`config.mk`:
```
export PLATFORM = sky130hd
export DESIGN_NAME = motor_deadband_duty_mapper_core
export DESIGN_NICKNAME = d
export VERILOG_FILES = /design/src/hdl/mddm_pkg.sv /design/src/hdl/motor_deadband_duty_mapper_core.sv
export SDC_FILE = /design/constraint.sdc
export NUM_CORES = 2
export LEC_CHECK = 0
export ABC_AREA = 1
export BUFFER_PORTS_ARGS = -buffer_cell sky130_fd_sc_hd__buf_4
export CORE_MARGIN = 4
export CORE_UTILIZATION = 53
export DETAILED_ROUTE_END_ITERATION = 12
export GPL_TIMING_DRIVEN = 0
export PLACE_DENSITY = 0.69
export RECOVER_POWER = 50
export SYNTH_ARGS = -nofsm -noshare
export SYNTH_HDL_FRONTEND = slang
export SYNTH_SLANG_ARGS = --single-unit
```
`constraint.sdc`:
```
create_clock -name clk -period 30.4 [get_ports clk]
set_input_delay 6.08 -clock clk [delete_from_list [all_inputs] [get_ports clk]]
set_output_delay 6.08 -clock clk [all_outputs]
set_load 0.02 [all_outputs]
```
`src/hdl/mddm_pkg.sv`:
```
// ----------------------------------------------------------------------------
// mddm_pkg
// Shared widths and register codes of the dead-band duty mapper.
// ----------------------------------------------------------------------------
`default_nettype none

package mddm_pkg;

	// field widths
	localparam int IN_W  = 16;
	localparam int REG_W = 14;
	localparam int OUT_W = 14;

	// configuration register index
	typedef logic [0:0] cfg_idx_t;

	localparam cfg_idx_t REG_THRESHOLD = 1'b0;
	localparam cfg_idx_t REG_START     = 1'b1;

endpackage

`default_nettype wire

```
`src/hdl/motor_deadband_duty_mapper_core.sv`:
```
// ----------------------------------------------------------------------------
// motor_deadband_duty_mapper_core
// Maps a signed speed command onto two H-bridge PWM duties with dead-band
// compensation: clamp, threshold test, linear remap through a pipelined
// restoring divider, then steering to the forward or reverse channel.
// ----------------------------------------------------------------------------
//  channel  | handshake           | payload
//  ---------+---------------------+-----------------------------------------
//  input    | in_valid / in_stall | speed_cmd (16b signed)
//  output   | out_valid/out_stall | duty_forward, duty_reverse (14b)
//  config   | cfg_we              | cfg_index (1b), cfg_data (14b)
//
//  one transaction per cycle sustained while out_stall is low; the divider
//  sets the pipeline depth, one quotient bit a stage
//  arst_n clears all stage valid bits and both registers
//  every stage holds while its successor is full and stalled; empty stages
//  fill, so input is stalled only when every stage holds a transaction
// ----------------------------------------------------------------------------
`default_nettype none

module motor_deadband_duty_mapper_core
	import mddm_pkg::*;
#(
	parameter int unsigned FULL_SCALE = 10000
) (
	input  wire                     clk,
	input  wire                     arst_n,
	// configuration
	input  wire                     cfg_we,
	input  wire cfg_idx_t           cfg_index,
	input  wire [REG_W-1:0]         cfg_data,
	// input channel
	input  wire                     in_valid,
	output logic                    in_stall,
	input  wire signed [IN_W-1:0]   speed_cmd,
	// output channel
	output logic                    out_valid,
	input  wire                     out_stall,
	output logic [OUT_W-1:0]        duty_forward,
	output logic [OUT_W-1:0]        duty_reverse
);

	// derived widths
	localparam int FW = $clog2(FULL_SCALE + 1);          // magnitude / quotient
	localparam int QW = FW;                               // quotient bits
	localparam int NW = 2 * FW;                           // product width
	localparam int SW = (FW + 1 > IN_W + 1) ? FW + 1 : IN_W + 1;
	localparam int EW = (FW > REG_W) ? FW : REG_W;
	localparam int DW = (FW + 1 > OUT_W) ? FW + 1 : OUT_W;
	localparam int NS = QW + 4;                           // stage count
	localparam int DV = 3;                                // first divider stage

	localparam logic signed [SW-1:0] FS_S = SW'(FULL_SCALE);
	localparam logic [EW-1:0]        FS_E = EW'(FULL_SCALE);
	localparam logic [FW-1:0]        FS_F = FW'(FULL_SCALE);
	localparam logic [FW-1:0]        FS_M1 = FW'(FULL_SCALE - 1);
	localparam logic [DW-1:0]        FS_D = DW'(FULL_SCALE);

	// configuration registers
	logic [REG_W-1:0] thr_q;
	logic [REG_W-1:0] start_q;

	always_ff @(posedge clk or negedge arst_n) begin
		if (!arst_n) begin
			thr_q   <= '0;
			start_q <= '0;
		end else if (cfg_we) begin
			unique case (cfg_index)
				REG_THRESHOLD: thr_q   <= cfg_data;
				REG_START:     start_q <= cfg_data;
				default:       ;
			endcase
		end
	end

	// effective threshold, start duty and remap constants
	logic [EW-1:0] thr_x;
	logic [EW-1:0] start_x;
	logic [FW-1:0] thr_eff;
	logic [FW-1:0] start_eff;
	logic [FW-1:0] den;
	logic [FW-1:0] span;

	always_comb begin
		thr_x     = EW'(thr_q);
		start_x   = EW'(start_q);
		thr_eff   = (thr_x >= FS_E) ? FS_M1 : thr_x[FW-1:0];
		start_eff = (start_x > FS_E) ? FS_F : start_x[FW-1:0];
		den       = FS_F - thr_eff;
		span      = FS_F - start_eff;
	end

	// stage valid bits and ready chain
	logic [NS-1:0] vld_q;
	logic [NS:0]   rdy;

	always_comb begin
		rdy[NS] = !out_stall;
		for (int k = NS - 1; k >= 0; k--) begin
			rdy[k] = !vld_q[k] || rdy[k+1];
		end
	end

	assign in_stall  = !rdy[0];
	assign out_valid = vld_q[NS-1];

	always_ff @(posedge clk or negedge arst_n) begin
		if (!arst_n) begin
			vld_q <= '0;
		end else begin
			if (rdy[0]) begin
				vld_q[0] <= in_valid;
			end
			for (int k = 1; k < NS; k++) begin
				if (rdy[k]) begin
					vld_q[k] <= vld_q[k-1];
				end
			end
		end
	end

	// s1: saturate the command and take its magnitude
	logic signed [SW-1:0] spd_ext;
	logic signed [SW-1:0] spd_sat;
	logic signed [SW-1:0] spd_abs;
	logic                 neg_s1;
	logic [FW-1:0]        mag_s1;

	always_comb begin
		spd_ext = $signed({{(SW-IN_W){speed_cmd[IN_W-1]}}, speed_cmd});
		priority if (spd_ext > FS_S) begin
			spd_sat = FS_S;
		end else if (spd_ext < -FS_S) begin
			spd_sat = -FS_S;
		end else begin
			spd_sat = spd_ext;
		end
		spd_abs = speed_cmd[IN_W-1] ? -spd_sat : spd_sat;
	end

	always_ff @(posedge clk) begin
		if (rdy[0]) begin
			neg_s1 <= speed_cmd[IN_W-1];
			mag_s1 <= spd_abs[FW-1:0];
		end
	end

	// s2: dead-band test and offset above threshold, zero inside the band
	logic          neg_s2;
	logic          run_s2;
	logic [FW-1:0] diff_s2;

	always_ff @(posedge clk) begin
		if (rdy[1]) begin
			neg_s2  <= neg_s1;
			run_s2  <= mag_s1 > thr_eff;
			diff_s2 <= (mag_s1 > thr_eff) ? mag_s1 - thr_eff : '0;
		end
	end

	// s3: scale the offset by the duty span
	logic          neg_s3;
	logic          run_s3;
	logic [NW-1:0] num_s3;

	always_ff @(posedge clk) begin
		if (rdy[2]) begin
			neg_s3 <= neg_s2;
			run_s3 <= run_s2;
			num_s3 <= NW'(diff_s2) * NW'(span);
		end
	end

	// s4 onward: restoring divider, one quotient bit per stage, msb first
	logic          div_neg_s4 [QW];
	logic          div_run_s4 [QW];
	logic [NW-1:0] div_rem_s4 [QW];
	logic [QW-1:0] div_quo_s4 [QW];

	genvar j;
	generate
		for (j = 0; j < QW; j++) begin : g_div
			localparam int B = QW - 1 - j;

			logic          neg_in;
			logic          run_in;
			logic [NW-1:0] rem_in;
			logic [QW-1:0] quo_in;
			logic [NW-1:0] dsh;
			logic          take;

			if (j == 0) begin : g_first
				assign neg_in = neg_s3;
				assign run_in = run_s3;
				assign rem_in = num_s3;
				assign quo_in = '0;
			end else begin : g_next
				assign neg_in = div_neg_s4[j-1];
				assign run_in = div_run_s4[j-1];
				assign rem_in = div_rem_s4[j-1];
				assign quo_in = div_quo_s4[j-1];
			end

			assign dsh  = NW'(den) << B;
			assign take = rem_in >= dsh;

			always_ff @(posedge clk) begin
				if (rdy[DV+j]) begin
					div_neg_s4[j] <= neg_in;
					div_run_s4[j] <= run_in;
					div_rem_s4[j] <= take ? rem_in - dsh : rem_in;
					div_quo_s4[j] <= quo_in | (take ? QW'(1) << B : QW'(0));
				end
			end
		end
	endgenerate

	// final stage: add start duty, clamp, steer to one channel
	logic [DW-1:0]    duty_sum;
	logic [DW-1:0]    duty_clamp;
	logic [OUT_W-1:0] duty_out;
	logic [OUT_W-1:0] out_fwd_q;
	logic [OUT_W-1:0] out_rev_q;

	always_comb begin
		duty_sum   = DW'(start_eff) + DW'(div_quo_s4[QW-1]);
		duty_clamp = (duty_sum > FS_D) ? FS_D : duty_sum;
		duty_out   = div_run_s4[QW-1] ? duty_clamp[OUT_W-1:0] : '0;
	end

	always_ff @(posedge clk) begin
		if (rdy[NS-1]) begin
			out_fwd_q <= div_neg_s4[QW-1] ? '0 : duty_out;
			out_rev_q <= div_neg_s4[QW-1] ? duty_out : '0;
		end
	end

	assign duty_forward = out_fwd_q;
	assign duty_reverse = out_rev_q;

`ifndef SYNTHESIS
	// only one bridge input is ever driven
	assert property (@(posedge clk) disable iff (!arst_n)
		out_valid |-> (duty_forward == '0 || duty_reverse == '0))
		else $error("both bridge duties nonzero");

	// a duty never exceeds full scale when full scale fits the field
	assert property (@(posedge clk) disable iff (!arst_n)
		out_valid |-> (FULL_SCALE > ((1 << OUT_W) - 1)
			|| (duty_forward <= OUT_W'(FULL_SCALE) && duty_reverse <= OUT_W'(FULL_SCALE))))
		else $error("duty above full scale");

	// input is stalled only when every stage is occupied
	assert property (@(posedge clk) disable iff (!arst_n)
		in_stall |-> (&vld_q))
		else $error("input stalled with an empty stage");

	// divider leaves a remainder below the divisor
	assert property (@(posedge clk) disable iff (!arst_n)
		vld_q[NS-2] |-> (div_rem_s4[QW-1] < NW'(den)))
		else $error("divider remainder not reduced");
`endif

endmodule

`default_nettype wire
```
==> metrics.yaml <==
reg2reg_depth: 38
r2r_slack_ps: 20070
hp-class: "reg -> reg"
syn-instance-count: 4187
slew_violations: 62
finalSetupViolCount: 0
cts_resized: 0
dr.pass1.iters: 6
grt_max_degree: 47
crit_fanout: 44
hold_viol: 0
start_util_pct: 53.5
period_needed_ps: 19870
die_area_um2: 81300
tns_ps: 0
start_kind: "primary input"
core_um2: 76100
postRouteAntennaNets: 0
cts_buffer_depth: 3
crit_path_end_kind: "primary output"
violations: "max-capacitance violations, max-slew violations"
cts-root-buf: "clkbuf_16"
worst_pin_slew_ps: 3150
fillers: 6431
antenna_found_initial: 2
crit_arrival_ps: 13790
worstHoldPathCells: 0
ys.flop_type: "edfxtp_1"
track_usage_pct: 22.7
diodes: 0
post-cts-setup-buffers: 0
ctsHoldBuffers: 0
synth_edf_count: 586
tritoncts: "done"
syn_area_per_cell_um2: 9.72
io_buffers: 65
crit_type: "in -> out"
io_pins: 66
outcome: "finished with violations"
clock_skew_ps: 36.5
maxCapViolations: 2
gr-total-overflow: 0
fmax_mhz: 50.3
fin_nets: 4843
die-width_um: 285
wl_per_cell_um: 17.0
relSlewSlack_pct: -111
rsz0062_at_grt: "false"
drc: 0
timing.final.crit_share_pct: 65.4
numCtsBuffers: 70
gp_congestion: 0.931
fp.dieH_um: 285
via_count: 29300
clk_latency_ps: 620
cts-htree-levels: 3
grt_pass1_wl_um: 147000
yosysUniqueCellTypes: 59
vias_per_cell: 5.41
drive_above_1_share_pct: 5.81
num_rows: 101
syn_area_um2: 40700
path_clk_slew_ps: 60
required_ps: 24320
dr.first_iter.drc_count: 2017
yosys_register_bits: 632
clock-sinks: 632
syn_nets: 4694
post-dp-hpwl_um: 72400
yosys_warnings: 0
synth-seq-area-share_pct: 46.1
area_growth_pct: 10.9
postRouteWirelength_um: 92300
ys_async_sr_fraction_pct: 7.28
grt_pass1_vias: 28600
-- kinds of logic after synthesis --
logic type               share of synthesized area (%)
AND/OR/NAND/NOR                                   16.1
AO/OA/AOI/OAI                                     8.54
flip-flops                                        46.1
buffers and inverters                             5.71
adder cells (fa/ha/maj)                           17.4
XOR/XNOR                                          6.16
multiplexers                                    0.0830
-- state kept, by name, indices dropped and copies added, names as in the netlist --
signal / cells
mag_s1: 14
div_quo_s4: 105
neg_s2: 1
g_div.neg_in: 1
vld_q: 18
g_div.rem_in: 28
g_div.run_in: 1
div_neg_s4: 14
duty_reverse: 14
neg_s1: 1
run_s2: 1
duty_forward: 14
div_run_s4: 14
thr_q: 14
diff_s2: 14
start_q: 14
div_rem_s4: 364
-- final timing paths --
check / startpoint / endpoint
setup / recovery: out_stall / in_stall
hold / removal: div_quo_s4[0][68] / div_quo_s4[0][82]
setup reg to reg: start_q[11] / g_div[0].rem_in[26]
hold reg to reg: div_quo_s4[0][68] / div_quo_s4[0][82]
max in group asynchronous: arst_n / vld_q[7]
min in group asynchronous: arst_n / vld_q[16]
-- synthesized netlist by cell type, drive strengths merged, types with 21 or more instances --
library cell	number	area, um^2
fa	156	3120
xnor2	145	1270
edfxtp	586	17600
or2	21	131
nand2	806	3060
inv	539	2020
nand3	143	721
o21ai	272	1370
nand4	49	307
dfrtp	46	1150
nor4	36	225
nor2	393	1540
clkbuf	52	195
ha	315	3940
nor3	61	310
xor2	141	1230
a21oi	268	1340
-- cells in the final DEF (no fill, tap or decap), types with 20 or more instances in the layout --
| master | count |
|---|---|
| nand2_1 | 795 |
| edfxtp_1 | 586 |
| inv_1 | 531 |
| nor2_1 | 382 |
| ha_1 | 315 |
| o21ai_0 | 269 |
| a21oi_1 | 268 |
| fa_1 | 156 |
| nand3_1 | 142 |
| xnor2_1 | 142 |
| xor2_1 | 137 |
| clkbuf_16 | 73 |
| clkbuf_1 | 71 |
| buf_4 | 62 |
| nor3_1 | 60 |
| nand4_1 | 49 |
| dfrtp_1 | 46 |
| nor4_1 | 36 |
| or2_2 | 20 |
-- worst max-delay path, cell delays in order --
cell and delay (ps):
clkbuf_4 100, nand2_1 670, nor2_2 310, inv_2 210, nor2_4 160, nand2_2 590
nor2_4 340, nand2_2 610, nor2_4 360, nand2_4 330, nor2_4 210, nand2_2 490
nor2_4 290, nand2_2 500, nor2_2 340, nand2_2 480, nor2_2 310, nand2_2 480
nor2_4 260, nand2_2 320, inv_2 130, buf_4 150
-- routing by layer --
| metal | vias to the layer above | part of all wire (%) | global-route usage, % |
|---|---|---|---|
| li1 | 14500 | - | - |
| met1 | 13900 | 43 | 30.5 |
| met2 | 781 | 48 | 38.3 |
| met3 | 149 | 6.9 | 4.24 |
| met4 | 2 | 2.3 | 5.69 |
| met5 | - | 0.022 | 0 |
-- per-stage QoR --
| step | instances | hold WS (ps) | worst slack, ps | util, % | instance area, um^2 |
|---|---|---|---|---|---|
| 2_1_floorplan | 4187 | 400 | 12170 | - | 40700 |
| 3_3_place_gp | 5282 | 400 | 10190 | 55.8 | 42500 |
| 3_5_place_dp | 5293 | 405 | 9970 | 56.3 | 42800 |
| 4_1_cts | 5421 | 389 | 9960 | 59.3 | 45100 |
| 5_1_grt | 5422 | 401 | 9550 | 59.3 | 45100 |
| 6_report | 5422 | 388 | 10530 | 59.3 | 45100 |
-- layout make-up --
class                           instances  area, um^2  area share (%)
Clock buffer                           83        1880            4.18
Timing Repair Buffer                   77         733            1.62
Inverter                              544        2040            4.53
Tap cell                             1030        1290            2.86
Sequential cell                       632       18700            41.6
Clock inverter                         45         442           0.979
Buffer                                 67         267           0.591
Multi-Input combinational cell       2944       19700            43.7
Power is not shown: default switching activity piles up to over one toggle a cycle in this logic, so the estimate is an artifact.
